## config.mk

```make
export PLATFORM = sky130hd
export DESIGN_NAME = image_crop_mirror_normalize
export DESIGN_NICKNAME = d
export VERILOG_FILES = /design/src/design/icmn_pkg.sv /design/src/design/icmn_regs.sv /design/src/design/icmn_ctrl.sv /design/src/design/icmn_dp.sv /design/src/design/image_crop_mirror_normalize.sv
export SDC_FILE = /design/constraint.sdc
export NUM_CORES = 2
export LEC_CHECK = 0
export BUFFER_PORTS_ARGS = -buffer_cell sky130_fd_sc_hd__clkbuf_2
export CORE_AREA = 8 8 254 317
export DETAILED_ROUTE_END_ITERATION = 16
export DIE_AREA = 0 0 262 325
export PLACE_DENSITY = 0.67
export SLEW_MARGIN = 25
export SYNTH_ARGS = -nofsm -noshare
export SYNTH_HDL_FRONTEND = slang
export SYNTH_SLANG_ARGS = --single-unit
export TNS_END_PERCENT = 100
```

## constraint.sdc

```tcl
create_clock -name clock -period 10.7 [get_ports clock]
set_input_delay 3.21 -clock clock [delete_from_list [all_inputs] [get_ports clock]]
set_output_delay 3.21 -clock clock [all_outputs]
set_load 0.03 [all_outputs]
```

## src/design/icmn_pkg.sv

```systemverilog
`default_nettype none
// ----------------------------------------------------------------------------
// icmn_pkg: shared types and constants
// Item formats, configuration layout, register map and the command and
// status groups between the controller and the datapath.
// ----------------------------------------------------------------------------
package icmn_pkg;

   localparam int MAX_DIM_DEF      = 512;
   localparam int MAX_CHANNELS_DEF = 3;

   localparam int PIXEL_W   = 8;
   localparam int OFS_W     = 9;
   localparam int DIM_REG_W = 10;
   localparam int CH_REG_W  = 2;
   localparam int SCALE_W   = 24;
   localparam int MEAN_W    = 16;
   localparam int MEANS_W   = 48;
   localparam int DEST_W    = 20;
   localparam int VALUE_W   = 32;
   localparam int FRAC_SHIFT = 8;

   localparam int CSR_ADDR_W  = 6;
   localparam int CSR_DATA_W  = 64;
   localparam int CSR_INDEX_W = 3;
   localparam int CSR_LSB     = 3;

   localparam logic [DIM_REG_W-1:0] IMAGE_HEIGHT_RST  = 10'd224;
   localparam logic [DIM_REG_W-1:0] IMAGE_WIDTH_RST   = 10'd224;
   localparam logic [CH_REG_W-1:0]  CHANNEL_COUNT_RST = 2'd3;
   localparam logic [DIM_REG_W-1:0] CROP_SIZE_RST     = 10'd0;
   localparam logic [SCALE_W-1:0]   SCALE_RST         = 24'd65536;
   localparam logic [MEANS_W-1:0]   MEANS_RST         = 48'd0;

   typedef enum logic [CSR_INDEX_W-1:0] {
      REG_IMAGE_HEIGHT  = 3'd0,
      REG_IMAGE_WIDTH   = 3'd1,
      REG_CHANNEL_COUNT = 3'd2,
      REG_CROP_SIZE     = 3'd3,
      REG_RANDOM_CROP   = 3'd4,
      REG_MIRROR_ENABLE = 3'd5,
      REG_SCALE         = 3'd6,
      REG_CHANNEL_MEANS = 3'd7
   } csr_reg_type;

   typedef struct packed {
      logic [PIXEL_W-1:0] pixel;
      logic               first_of_image;
      logic [OFS_W-1:0]   row_offset;
      logic [OFS_W-1:0]   col_offset;
      logic               mirror_request;
   } req_type;

   typedef struct packed {
      logic [DEST_W-1:0]         dest_index;
      logic signed [VALUE_W-1:0] value;
      logic                      last_of_image;
   } rsp_type;

   typedef struct packed {
      logic [DIM_REG_W-1:0] image_height;
      logic [DIM_REG_W-1:0] image_width;
      logic [CH_REG_W-1:0]  channel_count;
      logic [DIM_REG_W-1:0] crop_size;
      logic                 random_crop;
      logic                 mirror_enable;
      logic [SCALE_W-1:0]   scale;
      logic [MEANS_W-1:0]   channel_means;
   } cfg_type;

   typedef struct packed {
      logic load;
      logic mul;
      logic fin;
      logic push;
   } cmd_type;

   typedef struct packed {
      logic keep;
      logic out_free;
   } sts_type;

endpackage
`default_nettype wire

```

## src/design/icmn_regs.sv

```systemverilog
`default_nettype none
// ----------------------------------------------------------------------------
// icmn_regs: configuration registers
// Register file behind the bus port, one 64-bit slot per register.
// ----------------------------------------------------------------------------
module icmn_regs (
   input  wire logic                              clock,
   input  wire logic                              reset,
   input  wire logic                              csr_psel,
   input  wire logic                              csr_penable,
   input  wire logic                              csr_pwrite,
   input  wire logic [icmn_pkg::CSR_ADDR_W-1:0]   csr_paddr,
   input  wire logic [icmn_pkg::CSR_DATA_W-1:0]   csr_pwdata,
   output logic      [icmn_pkg::CSR_DATA_W-1:0]   csr_prdata,
   output logic                                   csr_pready,
   output icmn_pkg::cfg_type                      cfg
);

   icmn_pkg::cfg_type     cfg_ff;
   icmn_pkg::csr_reg_type index;
   logic                  wr_en;

   assign index = icmn_pkg::csr_reg_type'(
      csr_paddr[icmn_pkg::CSR_LSB +: icmn_pkg::CSR_INDEX_W]);
   assign csr_pready = 1'b1;
   assign wr_en = csr_psel && csr_penable && csr_pwrite && csr_pready;
   assign cfg = cfg_ff;

   always_ff @(posedge clock) begin
      if (reset) begin
         cfg_ff.image_height  <= icmn_pkg::IMAGE_HEIGHT_RST;
         cfg_ff.image_width   <= icmn_pkg::IMAGE_WIDTH_RST;
         cfg_ff.channel_count <= icmn_pkg::CHANNEL_COUNT_RST;
         cfg_ff.crop_size     <= icmn_pkg::CROP_SIZE_RST;
         cfg_ff.random_crop   <= 1'b0;
         cfg_ff.mirror_enable <= 1'b0;
         cfg_ff.scale         <= icmn_pkg::SCALE_RST;
         cfg_ff.channel_means <= icmn_pkg::MEANS_RST;
      end else if (wr_en) begin
         case (index)
            icmn_pkg::REG_IMAGE_HEIGHT: begin
               cfg_ff.image_height <= csr_pwdata[icmn_pkg::DIM_REG_W-1:0];
            end
            icmn_pkg::REG_IMAGE_WIDTH: begin
               cfg_ff.image_width <= csr_pwdata[icmn_pkg::DIM_REG_W-1:0];
            end
            icmn_pkg::REG_CHANNEL_COUNT: begin
               cfg_ff.channel_count <= csr_pwdata[icmn_pkg::CH_REG_W-1:0];
            end
            icmn_pkg::REG_CROP_SIZE: begin
               cfg_ff.crop_size <= csr_pwdata[icmn_pkg::DIM_REG_W-1:0];
            end
            icmn_pkg::REG_RANDOM_CROP: begin
               cfg_ff.random_crop <= csr_pwdata[0];
            end
            icmn_pkg::REG_MIRROR_ENABLE: begin
               cfg_ff.mirror_enable <= csr_pwdata[0];
            end
            icmn_pkg::REG_SCALE: begin
               cfg_ff.scale <= csr_pwdata[icmn_pkg::SCALE_W-1:0];
            end
            icmn_pkg::REG_CHANNEL_MEANS: begin
               cfg_ff.channel_means <= csr_pwdata[icmn_pkg::MEANS_W-1:0];
            end
            default: begin
            end
         endcase
      end
   end

   always_comb begin
      case (index)
         icmn_pkg::REG_IMAGE_HEIGHT:
            csr_prdata = icmn_pkg::CSR_DATA_W'(cfg_ff.image_height);
         icmn_pkg::REG_IMAGE_WIDTH:
            csr_prdata = icmn_pkg::CSR_DATA_W'(cfg_ff.image_width);
         icmn_pkg::REG_CHANNEL_COUNT:
            csr_prdata = icmn_pkg::CSR_DATA_W'(cfg_ff.channel_count);
         icmn_pkg::REG_CROP_SIZE:
            csr_prdata = icmn_pkg::CSR_DATA_W'(cfg_ff.crop_size);
         icmn_pkg::REG_RANDOM_CROP:
            csr_prdata = icmn_pkg::CSR_DATA_W'(cfg_ff.random_crop);
         icmn_pkg::REG_MIRROR_ENABLE:
            csr_prdata = icmn_pkg::CSR_DATA_W'(cfg_ff.mirror_enable);
         icmn_pkg::REG_SCALE:
            csr_prdata = icmn_pkg::CSR_DATA_W'(cfg_ff.scale);
         icmn_pkg::REG_CHANNEL_MEANS:
            csr_prdata = icmn_pkg::CSR_DATA_W'(cfg_ff.channel_means);
         default:
            csr_prdata = '0;
      endcase
   end

endmodule
`default_nettype wire

```

## src/design/icmn_ctrl.sv

```systemverilog
`default_nettype none
// ----------------------------------------------------------------------------
// icmn_ctrl: item sequencer
// Steps one item through accept, two multiply stages and the hand-off to
// the output register.
// ----------------------------------------------------------------------------
module icmn_ctrl (
   input  wire logic              clock,
   input  wire logic              reset,
   input  wire logic              req_valid,
   output logic                   req_stall,
   input  wire icmn_pkg::sts_type sts,
   output icmn_pkg::cmd_type      cmd
);

   typedef enum logic [1:0] {
      S_IDLE,
      S_MUL,
      S_FIN,
      S_PUSH
   } state_type;

   state_type state_ff, state_in;
   logic      stall_ff, stall_in;

   assign req_stall = stall_ff;

   always_comb begin
      cmd.load = req_valid && !stall_ff;
      cmd.mul  = (state_ff == S_MUL);
      cmd.fin  = (state_ff == S_FIN);
      cmd.push = (state_ff == S_PUSH) && (!sts.keep || sts.out_free);
      case (state_ff)
         S_IDLE:  state_in = cmd.load ? S_MUL : S_IDLE;
         S_MUL:   state_in = S_FIN;
         S_FIN:   state_in = S_PUSH;
         S_PUSH:  state_in = cmd.push ? S_IDLE : S_PUSH;
         default: state_in = S_IDLE;
      endcase
      stall_in = (state_in != S_IDLE);
   end

   always_ff @(posedge clock) begin
      if (reset) begin
         state_ff <= S_IDLE;
         stall_ff <= 1'b1;
      end else begin
         state_ff <= state_in;
         stall_ff <= stall_in;
      end
   end

`ifndef SYNTHESIS
   a_load_then_mul: assert property (@(posedge clock) disable iff (reset)
      cmd.load |=> cmd.mul)
      else $error("accepted item did not enter the multiply stage");

   a_mul_then_fin: assert property (@(posedge clock) disable iff (reset)
      cmd.mul |=> cmd.fin)
      else $error("multiply stage not followed by final stage");
`endif

endmodule
`default_nettype wire

```

## src/design/icmn_dp.sv

```systemverilog
`default_nettype none
// ----------------------------------------------------------------------------
// icmn_dp: crop, mirror and normalize datapath
// Position counters, crop window test, index and value multipliers and the
// output register.
// ----------------------------------------------------------------------------
module icmn_dp #(
   parameter int MAX_DIM      = icmn_pkg::MAX_DIM_DEF,
   parameter int MAX_CHANNELS = icmn_pkg::MAX_CHANNELS_DEF
) (
   input  wire logic              clock,
   input  wire logic              reset,
   input  wire icmn_pkg::cfg_type cfg,
   input  wire icmn_pkg::req_type req_data,
   input  wire icmn_pkg::cmd_type cmd,
   output icmn_pkg::sts_type      sts,
   output logic                   rsp_valid,
   input  wire logic              rsp_stall,
   output icmn_pkg::rsp_type      rsp_data
);

   localparam int DW  = $clog2(MAX_DIM + 1);
   localparam int CW  = $clog2(MAX_DIM);
   localparam int NCW = $clog2(MAX_CHANNELS + 1);
   localparam int CHW = (MAX_CHANNELS > 1) ? $clog2(MAX_CHANNELS) : 1;
   localparam int XW  = (DW > icmn_pkg::DIM_REG_W) ? DW : icmn_pkg::DIM_REG_W;
   localparam int OW  = (DW > icmn_pkg::OFS_W) ? DW : icmn_pkg::OFS_W;
   localparam int NXW = (NCW > icmn_pkg::CH_REG_W) ? NCW : icmn_pkg::CH_REG_W;
   localparam int LW  = DW + CHW + 1;
   localparam int LW2 = LW + DW + 1;
   localparam int DIFF_W = icmn_pkg::PIXEL_W + icmn_pkg::FRAC_SHIFT + 1;
   localparam int PROD_W = DIFF_W + icmn_pkg::SCALE_W + 1;
   localparam int VW = icmn_pkg::VALUE_W;
   localparam logic signed [PROD_W-1:0] ROUND  = PROD_W'(1) << (icmn_pkg::FRAC_SHIFT - 1);
   localparam logic signed [PROD_W-1:0] SAT_HI =
      {{(PROD_W-VW+1){1'b0}}, {(VW-1){1'b1}}};
   localparam logic signed [PROD_W-1:0] SAT_LO =
      {{(PROD_W-VW+1){1'b1}}, {(VW-1){1'b0}}};

   function automatic logic [DW-1:0] clamp_dim(input logic [icmn_pkg::DIM_REG_W-1:0] v);
      logic [XW-1:0] vx;
      vx = XW'(v);
      if (v == '0) return DW'(1);
      if (vx > XW'(MAX_DIM)) return DW'(MAX_DIM);
      return DW'(vx);
   endfunction

   function automatic logic [DW-1:0] crop_side(input logic [DW-1:0] dim,
                                               input logic [icmn_pkg::DIM_REG_W-1:0] crop);
      logic [XW-1:0] cx;
      cx = XW'(crop);
      if (crop == '0) return dim;
      if (cx > XW'(dim)) return dim;
      return DW'(cx);
   endfunction

   function automatic logic [CW-1:0] pick_offset(input logic [DW-1:0] dim,
                                                 input logic [DW-1:0] side,
                                                 input logic [icmn_pkg::OFS_W-1:0] req,
                                                 input logic no_crop,
                                                 input logic random);
      logic [DW-1:0] room;
      room = dim - side;
      if (no_crop) return '0;
      if (random) return (OW'(req) > OW'(room)) ? CW'(room) : CW'(req);
      return CW'(room >> 1);
   endfunction

   // position and latched window
   logic [CW-1:0]  row_ff, col_ff, row_in, col_in;
   logic [CHW-1:0] chan_ff, chan_in;
   logic [CW-1:0]  top_ff, left_ff;
   logic           mirror_ff;

   // stage registers
   logic                     s_keep_ff, s_last_ff;
   logic [CHW-1:0]           s_chan_ff;
   logic [CW-1:0]            s_r_ff, s_x_ff;
   logic signed [DIFF_W-1:0] s_diff_ff;
   logic [LW-1:0]            lin_ff, lin_in;
   logic signed [PROD_W-1:0] prod_ff, prod_in;
   logic [icmn_pkg::DEST_W-1:0] dest_ff, dest_in;
   logic signed [VW-1:0]     val_ff, val_in;
   logic                     last_ff;
   icmn_pkg::rsp_type        rsp_ff;
   logic                     rsp_valid_ff, rsp_valid_in;

   logic [DW-1:0]  h, w, oh, ow;
   logic [NCW-1:0] nc, chan_inc;
   logic [NXW-1:0] ncx;
   logic [CW-1:0]  top_new, left_new, top_e, left_e;
   logic           mirror_e, first;
   logic [CW-1:0]  row_e, col_e, rr, cc, x;
   logic [CHW-1:0] chan_e;
   logic [DW-1:0]  row_inc, col_inc;
   logic           keep, last;
   logic [icmn_pkg::MEAN_W-1:0] mean;
   logic signed [DIFF_W-1:0]    diff;
   logic [LW2-1:0]              dest_full;
   logic signed [PROD_W-1:0]    rounded, shifted;

   always_comb begin
      first = req_data.first_of_image;
      h  = clamp_dim(cfg.image_height);
      w  = clamp_dim(cfg.image_width);
      ncx = NXW'(cfg.channel_count);
      if (cfg.channel_count == '0) nc = NCW'(1);
      else if (ncx > NXW'(MAX_CHANNELS)) nc = NCW'(MAX_CHANNELS);
      else nc = NCW'(ncx);
      oh = crop_side(h, cfg.crop_size);
      ow = crop_side(w, cfg.crop_size);
      top_new  = pick_offset(h, oh, req_data.row_offset, cfg.crop_size == '0,
                             cfg.random_crop);
      left_new = pick_offset(w, ow, req_data.col_offset, cfg.crop_size == '0,
                             cfg.random_crop);
      top_e    = first ? top_new : top_ff;
      left_e   = first ? left_new : left_ff;
      mirror_e = first ? (cfg.mirror_enable && req_data.mirror_request) : mirror_ff;

      row_e  = (first || DW'(row_ff) >= h) ? '0 : row_ff;
      col_e  = (first || DW'(col_ff) >= w) ? '0 : col_ff;
      chan_e = (first || NCW'(chan_ff) >= nc) ? '0 : chan_ff;

      rr = row_e - top_e;
      cc = col_e - left_e;
      keep = (row_e >= top_e) && (DW'(rr) < oh) && (col_e >= left_e) && (DW'(cc) < ow);
      x = mirror_e ? CW'(ow - DW'(1) - DW'(cc)) : cc;
      last = (DW'(rr) == oh - DW'(1)) && (DW'(cc) == ow - DW'(1)) &&
             (NCW'(chan_e) == nc - NCW'(1));

      case (2'(chan_e))
         2'd0:    mean = cfg.channel_means[0 +: icmn_pkg::MEAN_W];
         2'd1:    mean = cfg.channel_means[icmn_pkg::MEAN_W +: icmn_pkg::MEAN_W];
         2'd2:    mean = cfg.channel_means[2*icmn_pkg::MEAN_W +: icmn_pkg::MEAN_W];
         default: mean = '0;
      endcase
      diff = $signed({1'b0, req_data.pixel, {icmn_pkg::FRAC_SHIFT{1'b0}}}) -
             $signed({1'b0, mean});

      // advance position
      chan_inc = NCW'(chan_e) + NCW'(1);
      col_inc  = DW'(col_e) + DW'(1);
      row_inc  = DW'(row_e) + DW'(1);
      chan_in  = CHW'(chan_inc);
      col_in   = col_e;
      row_in   = row_e;
      if (chan_inc >= nc) begin
         chan_in = '0;
         if (col_inc >= w) begin
            col_in = '0;
            row_in = (row_inc >= h) ? '0 : CW'(row_inc);
         end else begin
            col_in = CW'(col_inc);
         end
      end

      lin_in  = LW'(s_chan_ff) * LW'(oh) + LW'(s_r_ff);
      prod_in = s_diff_ff * $signed({1'b0, cfg.scale});

      dest_full = LW2'(lin_ff) * LW2'(ow) + LW2'(s_x_ff);
      dest_in   = icmn_pkg::DEST_W'(dest_full);
      rounded   = prod_ff + ROUND;
      shifted   = rounded >>> icmn_pkg::FRAC_SHIFT;
      if (shifted > SAT_HI) val_in = SAT_HI[VW-1:0];
      else if (shifted < SAT_LO) val_in = SAT_LO[VW-1:0];
      else val_in = shifted[VW-1:0];

      if (cmd.push && s_keep_ff) rsp_valid_in = 1'b1;
      else if (!rsp_stall) rsp_valid_in = 1'b0;
      else rsp_valid_in = rsp_valid_ff;
   end

   always_ff @(posedge clock) begin
      if (reset) begin
         row_ff       <= '0;
         col_ff       <= '0;
         chan_ff      <= '0;
         top_ff       <= '0;
         left_ff      <= '0;
         mirror_ff    <= 1'b0;
         rsp_valid_ff <= 1'b0;
      end else begin
         if (cmd.load) begin
            row_ff  <= row_in;
            col_ff  <= col_in;
            chan_ff <= chan_in;
            if (first) begin
               top_ff    <= top_new;
               left_ff   <= left_new;
               mirror_ff <= mirror_e;
            end
         end
         rsp_valid_ff <= rsp_valid_in;
      end
   end

   always_ff @(posedge clock) begin
      if (cmd.load) begin
         s_keep_ff <= keep;
         s_last_ff <= last;
         s_chan_ff <= chan_e;
         s_r_ff    <= rr;
         s_x_ff    <= x;
         s_diff_ff <= diff;
      end
      if (cmd.mul) begin
         lin_ff  <= lin_in;
         prod_ff <= prod_in;
      end
      if (cmd.fin) begin
         dest_ff <= dest_in;
         val_ff  <= val_in;
         last_ff <= s_last_ff;
      end
      if (cmd.push && s_keep_ff) begin
         rsp_ff.dest_index    <= dest_ff;
         rsp_ff.value         <= val_ff;
         rsp_ff.last_of_image <= last_ff;
      end
   end

   assign sts.keep     = s_keep_ff;
   assign sts.out_free = !rsp_valid_ff || !rsp_stall;
   assign rsp_valid    = rsp_valid_ff;
   assign rsp_data     = rsp_ff;

`ifndef SYNTHESIS
   a_no_overwrite: assert property (@(posedge clock) disable iff (reset)
      (cmd.push && s_keep_ff) |-> !(rsp_valid_ff && rsp_stall))
      else $error("pending item overwritten in output register");

   a_valid_from_push: assert property (@(posedge clock) disable iff (reset)
      $rose(rsp_valid_ff) |-> $past(cmd.push && s_keep_ff))
      else $error("output valid raised without a kept item");
`endif

endmodule
`default_nettype wire

```

## src/design/image_crop_mirror_normalize.sv

```systemverilog
`default_nettype none
// ----------------------------------------------------------------------------
// image_crop_mirror_normalize: crop, mirror and normalize stream stage
// Keeps samples inside a crop window, subtracts the channel mean,
// scales, and emits each kept sample with its planar destination index.
//
//   channel  direction  handshake          payload
//   req      in         req_valid/stall    icmn_pkg::req_type
//   rsp      out        rsp_valid/stall    icmn_pkg::rsp_type
//   csr      in/out     psel/penable/rdy   64-bit registers at 8*index
//
// An item passes through accept, index and value multiply, final multiply and
// saturation, hand-off to the output register, one item at a time. Reset is
// synchronous, clears counters, crop origin, mirror flag and output valid, and
// sets register defaults; req_stall is high during reset and the cycle after.
// A stalled output holds its item while the next one is worked.
// ----------------------------------------------------------------------------
module image_crop_mirror_normalize #(
   parameter int MAX_DIM      = icmn_pkg::MAX_DIM_DEF,
   parameter int MAX_CHANNELS = icmn_pkg::MAX_CHANNELS_DEF
) (
   input  wire logic                              clock,
   input  wire logic                              reset,
   input  wire logic                              req_valid,
   output logic                                   req_stall,
   input  wire icmn_pkg::req_type                 req_data,
   output logic                                   rsp_valid,
   input  wire logic                              rsp_stall,
   output icmn_pkg::rsp_type                      rsp_data,
   input  wire logic                              csr_psel,
   input  wire logic                              csr_penable,
   input  wire logic                              csr_pwrite,
   input  wire logic [icmn_pkg::CSR_ADDR_W-1:0]   csr_paddr,
   input  wire logic [icmn_pkg::CSR_DATA_W-1:0]   csr_pwdata,
   output logic      [icmn_pkg::CSR_DATA_W-1:0]   csr_prdata,
   output logic                                   csr_pready
);

   icmn_pkg::cfg_type cfg;
   icmn_pkg::cmd_type cmd;
   icmn_pkg::sts_type sts;

   icmn_regs u_regs (
      .clock       (clock),
      .reset       (reset),
      .csr_psel    (csr_psel),
      .csr_penable (csr_penable),
      .csr_pwrite  (csr_pwrite),
      .csr_paddr   (csr_paddr),
      .csr_pwdata  (csr_pwdata),
      .csr_prdata  (csr_prdata),
      .csr_pready  (csr_pready),
      .cfg         (cfg)
   );

   icmn_ctrl u_ctrl (
      .clock     (clock),
      .reset     (reset),
      .req_valid (req_valid),
      .req_stall (req_stall),
      .sts       (sts),
      .cmd       (cmd)
   );

   icmn_dp #(
      .MAX_DIM      (MAX_DIM),
      .MAX_CHANNELS (MAX_CHANNELS)
   ) u_dp (
      .clock     (clock),
      .reset     (reset),
      .cfg       (cfg),
      .req_data  (req_data),
      .cmd       (cmd),
      .sts       (sts),
      .rsp_valid (rsp_valid),
      .rsp_stall (rsp_stall),
      .rsp_data  (rsp_data)
   );

endmodule
`default_nettype wire

```

# --- Yosys cells after proc, flatten, opt, wreduce, memory -nomap -nowiden ---
# Cells that the tools add are included.
totals:
  ff_bits: 349
  input_bits: 105
  wordCells: 182
classes:
  add_sub_neg: 15
  n_mul: 3
  n_lt_le_gt_ge: 19
  eq_ne: 16
  mux: 61
  n_reduce_logical: 37
op_table:
  columns: ["cell", "n"]
  rows:
  - ["64-bit case mux with 8 select lines", 1]
  - ["9-bit two-way mux", 19]
  - ["10-bit two-way mux", 16]
  - ["16-bit case mux with 3 select lines", 1]
  - ["42-bit by 9-bit adder with 42-bit output (second input constant)", 1]
  - ["17-bit by 25-bit multiplier with 42-bit output", 1]
  - ["34-bit by 32-bit > comparator with 1-bit output (second input constant)", 1]
  - ["34-bit by 32-bit less-than comparator with 1-bit output (second input constant)", 1]
  - ["32-bit two-way mux", 1]
  - ["10-bit zero test", 3]
  - ["9-bit subtractor", 3]
  - ["20-bit by 9-bit adder with 20-bit output", 1]
  - ["9-bit by 1-bit adder with 10-bit output (second input constant)", 2]
  - ["9-bit by 10-bit equality test with 1-bit output", 2]
  - ["10-bit greater-or-equal comparator", 2]
  - ["9-bit by 10-bit greater-or-equal comparator with 1-bit output", 2]
  - ["10-bit > comparator", 2]
  - ["10-bit > comparator (second input constant)", 2]
  - ["9-bit by 10-bit > comparator with 1-bit output", 2]
  - ["9-bit by 10-bit less-than comparator with 1-bit output", 2]
  - ["13-bit by 10-bit multiplier with 20-bit output", 1]
  - ["10-bit by 1-bit subtractor with 10-bit output (second input constant)", 2]
  - ["10-bit subtractor", 2]
  - ["9-bit greater-or-equal comparator", 2]
  - ["other kinds (24)", 79]

# --- Longest topological paths before layout ---
logic_depth:
  ltp_word: 22
  mapped_depth: 54

# --- By module ---
# From an unflattened synthesis, not the netlist that was laid out.
unflattened:
  cells_unflattened: 3997
  hier_area_um2: 37658.6
by_module_without_submodules:
  columns: ["module", "n_inst", "cells_per_inst", "area_per_inst_um2", "seq_area_each_um2"]
  rows:
  - ["icmn_dp", 1, 3410, 32259.7, 6566.3]
  - ["icmn_regs", 1, 571, 5250.0, 2122.0]
  - ["icmn_ctrl", 1, 16, 148.9, 60.1]

# --- Least setup slack after synthesis ---
# No wires, ideal clock.
synth_path:
  path_type: "register -> register"
  start: "reg u_regs.cfg_ff, in the netlist u_regs.cfg[95]"
  end: "reg u_dp.s_last_ff, data pin"
  arrival_ns: 8.939
  t_required_ns: 10.497
  slack_ns: 1.558
  path_stages_with_launch: 52
  path_buffers: 4
  cell_sequence: "dfxtp_1 -> clkbuf_1 -> nor2b_1 -> inv_1 -> ha_1 -> nand4_1 -> nor2_1 -> a21oi_1 -> o211ai_1 -> nand2_1 -> nand2_1 -> clkbuf_1 -> nor2_1 -> a21oi_1 -> clkbuf_1 -> inv_1 -> ha_1 -> fa_1 -> [16 not listed] -> a21oi_1 -> nor2_1 -> a21oi_1 -> ha_1 -> a21o_1 -> a21o_1 -> a21oi_1 -> o21bai_1 -> a21o_1 -> a21o_1 -> xor2_1 -> inv_1 -> ha_1 -> nand4_1 -> nor4b_1 -> nand3_1 -> a2111o_1 -> a2111oi_1"
synth_between:
  elab_chain_len: 21
synth_rtl:
  columns: ["element", "line", "text"]
  rows:
  - ["start, declared", "icmn_regs.sv:19", "icmn_pkg::cfg_type cfg_ff;"]
  - ["10-bit > comparator", "icmn_dp.sv:44", "if (vx > XW'(MAX_DIM)) return DW'(MAX_DIM);"]
  - ["1-bit two-way mux (2 in a row)", "icmn_dp.sv:44", null]
  - ["10-bit two-way mux", "icmn_dp.sv:45", "return DW'(vx);"]
  - ["10-bit two-way mux (*)", "icmn_dp.sv:44", null]
  - ["10-bit > comparator", "icmn_dp.sv:53", "if (cx > XW'(dim)) return dim;"]
  - ["1-bit two-way mux (2 in a row)", "icmn_dp.sv:53", null]
  - ["10-bit two-way mux", "icmn_dp.sv:54", "return DW'(cx);"]
  - ["10-bit two-way mux", "icmn_dp.sv:53", null]
  - ["[2 not listed]", null, null]
  - ["9-bit two-way mux (2 in a row)", "icmn_dp.sv:65", "if (random) return (OW'(req) > OW'(room)) ? CW'(room) : CW'(req);"]
  - ["9-bit two-way mux", "icmn_dp.sv:66", "return CW'(room >> 1);"]
  - ["9-bit two-way mux", "icmn_dp.sv:65", null]
  - ["9-bit two-way mux", "icmn_dp.sv:117", "left_e = first ? left_new : left_ff;"]
  - ["9-bit subtractor", "icmn_dp.sv:125", "cc = col_e - left_e;"]
  - ["9-bit by 10-bit equality test with 1-bit output (*)", "icmn_dp.sv:128", "last = (DW'(rr) == oh - DW'(1)) && (DW'(cc) == ow - DW'(1)) &&"]
  - ["1-bit logical AND (*) (2 in a row)", "icmn_dp.sv:128", null]
  - ["net u_dp.last", "icmn_dp.sv:96", "logic keep, last;"]
  - ["end signal, assigned", "icmn_dp.sv:200", "s_last_ff <= last;"]
  - ["end, declared", "icmn_dp.sv:76", "logic s_keep_ff, s_last_ff;"]
# Mark *: on every way through the listed nets, which the timed path passes. The rest lies on a longest branch. The select of a mux whose other input is x is not followed.
# A chain may end at the register's enable or synchronous reset.

# --- Worst setup path after layout ---
layout_path:
  start: "reg u_regs.cfg_ff, in the netlist u_regs.cfg[96]"
  end: "reg u_dp.s_keep_ff, data pin"
layout_between:
  elab_chain_len: 22
layout_rtl:
  columns: ["element", "line", "text"]
  rows:
  - ["10-bit > comparator", "icmn_dp.sv:44", null]
  - ["1-bit two-way mux (2 in a row)", "icmn_dp.sv:44", null]
  - ["10-bit two-way mux", "icmn_dp.sv:45", null]
  - ["10-bit two-way mux (*)", "icmn_dp.sv:44", null]
  - ["10-bit > comparator", "icmn_dp.sv:53", null]
  - ["1-bit two-way mux (2 in a row)", "icmn_dp.sv:53", null]
  - ["10-bit two-way mux", "icmn_dp.sv:54", null]
  - ["10-bit two-way mux", "icmn_dp.sv:53", null]
  - ["[4 not listed]", null, null]
  - ["9-bit two-way mux", "icmn_dp.sv:66", null]
  - ["9-bit two-way mux", "icmn_dp.sv:65", null]
  - ["9-bit two-way mux", "icmn_dp.sv:116", "top_e = first ? top_new : top_ff;"]
  - ["9-bit subtractor (*)", "icmn_dp.sv:124", "rr = row_e - top_e;"]
  - ["net u_dp.rr[7]", "icmn_dp.sv:93", "logic [CW-1:0] row_e, col_e, rr, cc, x;"]
  - ["9-bit by 10-bit less-than comparator with 1-bit output (*)", "icmn_dp.sv:126", "keep = (row_e >= top_e) && (DW'(rr) < oh) && (col_e >= left_e) && (DW'(cc) < ow);"]
  - ["1-bit logical AND (*) (3 in a row)", "icmn_dp.sv:126", null]
  - ["net u_dp.keep", "icmn_dp.sv:96", null]
  - ["end signal, assigned", "icmn_dp.sv:199", "s_keep_ff <= keep;"]
  - ["end, declared", "icmn_dp.sv:76", null]
# Marks and branches as above.

==> out/metrics.csv <==
stage,metric,value,unit
setup_path,start_kind,register,
timing,maxSlewViolCount,0,
synth,synth_top_area_frac,0.2291,
timing,setup_tns,0,ns
synth,avgSynthCellArea,9.043,µm²
layout,syn2layout_area_growth,8.773,%
cts,cts_tree,yes,
placed_design,numPlacedInstances,5146,
synth,netlist_instances,4116,
layout,multi_input_area,25520,µm²
setup_path,critPathKind,reg -> reg,
synth,synth-seq-cells,341,
die,initial_core_util,0.4930,
layout,layout-drive-gt1-share,0.09003,
synth,async_flop_share,0,
cts,hold_buffers,0,
die,die_h,325,µm
min_path,hp-class,reg -> reg,
global_routing,track_usage,0.2469,
layout,nNetsFinal,5102,
placed_design,dp_hpwl,81.59,mm
cts,cts.path.max_buffers,3,
routing,drc,0,
die,core-area,75500,µm²
cts,cts_max_level,2,
global_routing,gr-total-overflow,0,
routing,drt-total-wl,104.0,mm
synth,synth_cell_types,87,
synth,synthTopCellsByArea,"fa_1 (23%), edfxtp_1 (15%), ha_1 (12%), dfxtp_1 (8.0%), nand2_1 (6.3%)",
layout,utilization,0.5363,
run_status,status,"finished, final reports clean",
global_routing,grt_pass1_wl,165.2,mm
synth,yosys.area_share.xor_xnor,0.03882,
timing,period_share,0.9282,
synth,yosys-top-cells-count,"nand2_1 (622), inv_1 (581), fa_1 (426), ha_1 (359), a21oi_1 (221)",
synth,synth-edff-count,192,
setup_path,end_kind,register,
routing,antenna_left,0,
routing,via_count,28840,
setup_path,cp_max_fo,13,
power,p_leak,18.80,nW
synth,synth.most_common_cell,nand2_1,
global_routing,grt_pass1_vias,30340,
timing,worst-slew-pin-transition,1.097,ns
synth,synth_mux_area_frac,0.01906,
timing,hold_viol,0,
placed_design,numPortBuffers,188,
die,dieWidth,262,µm
cts,cts_setup_buffers,0,
setup_path,max_stage_delay,0.41,ns
synth,synth-adder-area-share,0.3515,
placed_design,place_congestion,0.9330,
setup_path,crit_top_cell,ha_1,
power,vdd.ir_drop.worst,0.0001053,V
cts,cts_sinks,341,
die,row_count,113,
layout,stdcell_count,5224,
synth,yosys.area.top_type,fa_1,
power,fin_total_pwr,4.149,mW
routing,vias_per_cell,5.520,
routing,routedWlPerCell,19.91,µm
synth,synth_top_family_by_area,adder cells,
job,cap_violations,0,
power,powerDensity,102.5,nW/µm²
die,ios,225,
cts,clkTransAtPathRegs,0.06,ns
synth,synth-compound-area-share,0.09923,
timing,fin_worst_skew,0.03581,ns
synth,ys.flop_type,edfxtp_1,
setup_path,cp.arrival,10.40,ns
die,die_area,85150,µm²
timing,worst_slack,0.7684,ns
layout,fill_cells,6948,
synth,syn_area,37220,µm²
setup_path,crit_path_top_delay_cell,ha_1,
synth,synth-seq-area-share,0.2350,
timing,setup_viol_count_final,0,
timing,max-slew-margin-rel,0.2689,
cts,cts_buffers,40,
timing,finalCriticalPeriod,9.932,ns
synth,yosys.area_share.simple,0.1735,
cts,clock_latency,0.60,ns
global_routing,grt_max_degree,78,
timing,fmax,100.7,MHz
routing,drt-pass1-iter-count,6,
layout,regArea,8751,µm²
synth,yosysWarnings,0,
routing,drt_first_iter_violations,1840,
global_routing,antenna_found_initial,4,
timing,rsz0062_at_grt,no,
setup_path,cp.required,11.17,ns
placed_design,pre_cts_ws,0.6263,ns
cts,cts-root-buf,clkbuf_16,
==> cell usage in the layout (no fill, tap or decap), types with 14 or more instances in the layout <==
cell type	count
ha_1	359
nor2_1	192
a211oi_1	15
nand4_1	28
a22oi_1	19
o21a_1	14
a21oi_1	221
edfxtp_1	192
nor4_1	14
clkbuf_16	42
nand2_1	620
conb_1	17
clkbuf_2	187
nand2b_1	69
nor2b_1	81
and2_1	184
xor2_1	62
a222oi_1	15
and3_1	42
nor3_1	30
nand3_1	59
o21ai_0	116
or2_2	15
fa_1	426
o21bai_1	15
a21o_1	51
buf_4	65
dfxtp_1	147
inv_1	581
xnor2_1	103
mux2i_1	57
==> worst paths after layout <==
check,cells past startpoint,slack [ns],to,from
setup / recovery,45,0.77,u_dp.s_keep_ff,u_regs.cfg[96]
setup reg to reg,45,0.77,u_dp.s_keep_ff,u_regs.cfg[96]
hold / removal,0,0.41,u_dp.rsp_data[7],u_dp.val_ff[6]
hold reg to reg,0,0.41,u_dp.rsp_data[7],u_dp.val_ff[6]
==> worst max-delay path, delay by kind of cell, from the launching register on <==
family | cells | cell delay, ns
buffers and inverters | 4 | 0.44
multiplexers | 1 | 0.11
adder cells (fa/ha/maj) | 8 | 2.48
AO/OA/AOI/OAI | 19 | 3.82
XOR/XNOR | 1 | 0.37
flip-flops | 1 | 0.34
AND/OR/NAND/NOR | 12 | 2.23
==> layout make-up <==
type                       instances  share of cell area
sequential                       341              0.2161
antenna                            4           0.0002472
tap                              977             0.03019
clock buffer                      49             0.02735
timing repair buffer             253             0.03554
inverter                         584             0.05414
clock inverter                    24            0.006150
multi-input combinational       2992              0.6302
==> routing by layer <==
| layer | wire length, µm | vias up | GRT usage |
|---|---|---|---|
| met1 | 39600 | 14180 | 0.2776 |
| met5 | 13 | - | 0 |
| li1 | - | 13530 | - |
| met2 | 52780 | 870 | 0.4424 |
| met4 | 6233 | 2 | 0.1376 |
| met3 | 5389 | 265 | 0.03530 |
==> flip-flops by register name (all words and copies together) (netlist names), 9 cells and up <==
signal and count:
u_dp.col_ff 9, u_dp.dest_ff 20, u_dp.left_ff 9, u_dp.lin_ff 12, u_dp.prod_ff 35, u_dp.row_ff 9
u_dp.rsp_data 53, u_dp.s_diff_ff 17, u_dp.s_r_ff 9, u_dp.s_x_ff 9, u_dp.top_ff 9, u_dp.val_ff 32
u_regs.cfg 106
==> where the power goes <==
group | total (mW) | switching, mW | internal, mW
registers | 1.54 | 0.0571 | 1.49
clock network | 1.42 | 0.605 | 0.819
logic | 1.18 | 0.703 | 0.478
==> logic make-up after synthesis <==
| logic type | after synthesis |
|---|---|
| simple gates | 1370 |
| buf+inv | 798 |
| fa+ha+maj | 791 |
| compound gates | 580 |
| flops | 341 |
| xor+xnor | 165 |
| mux | 69 |
| other cells | 2 |
==> through the flow <==
step | hold WS [ns] | cell area [µm²]
finish | 0.4140 | 40490
global route | 0.4177 | 40490
CTS | 0.4066 | 40440
detailed placement | 0.4045 | 39090
global placement | 0.4007 | 39080
floorplan | 0.4003 | 37280
==> repair_timing <==
item / CTS / global route
gates resized for setup: 0 / 6
endpoints found under the setup margin: 0 / 2
endpoints found under the hold margin: 0 / 0
Note: power is estimated with default switching activity, not from simulation.
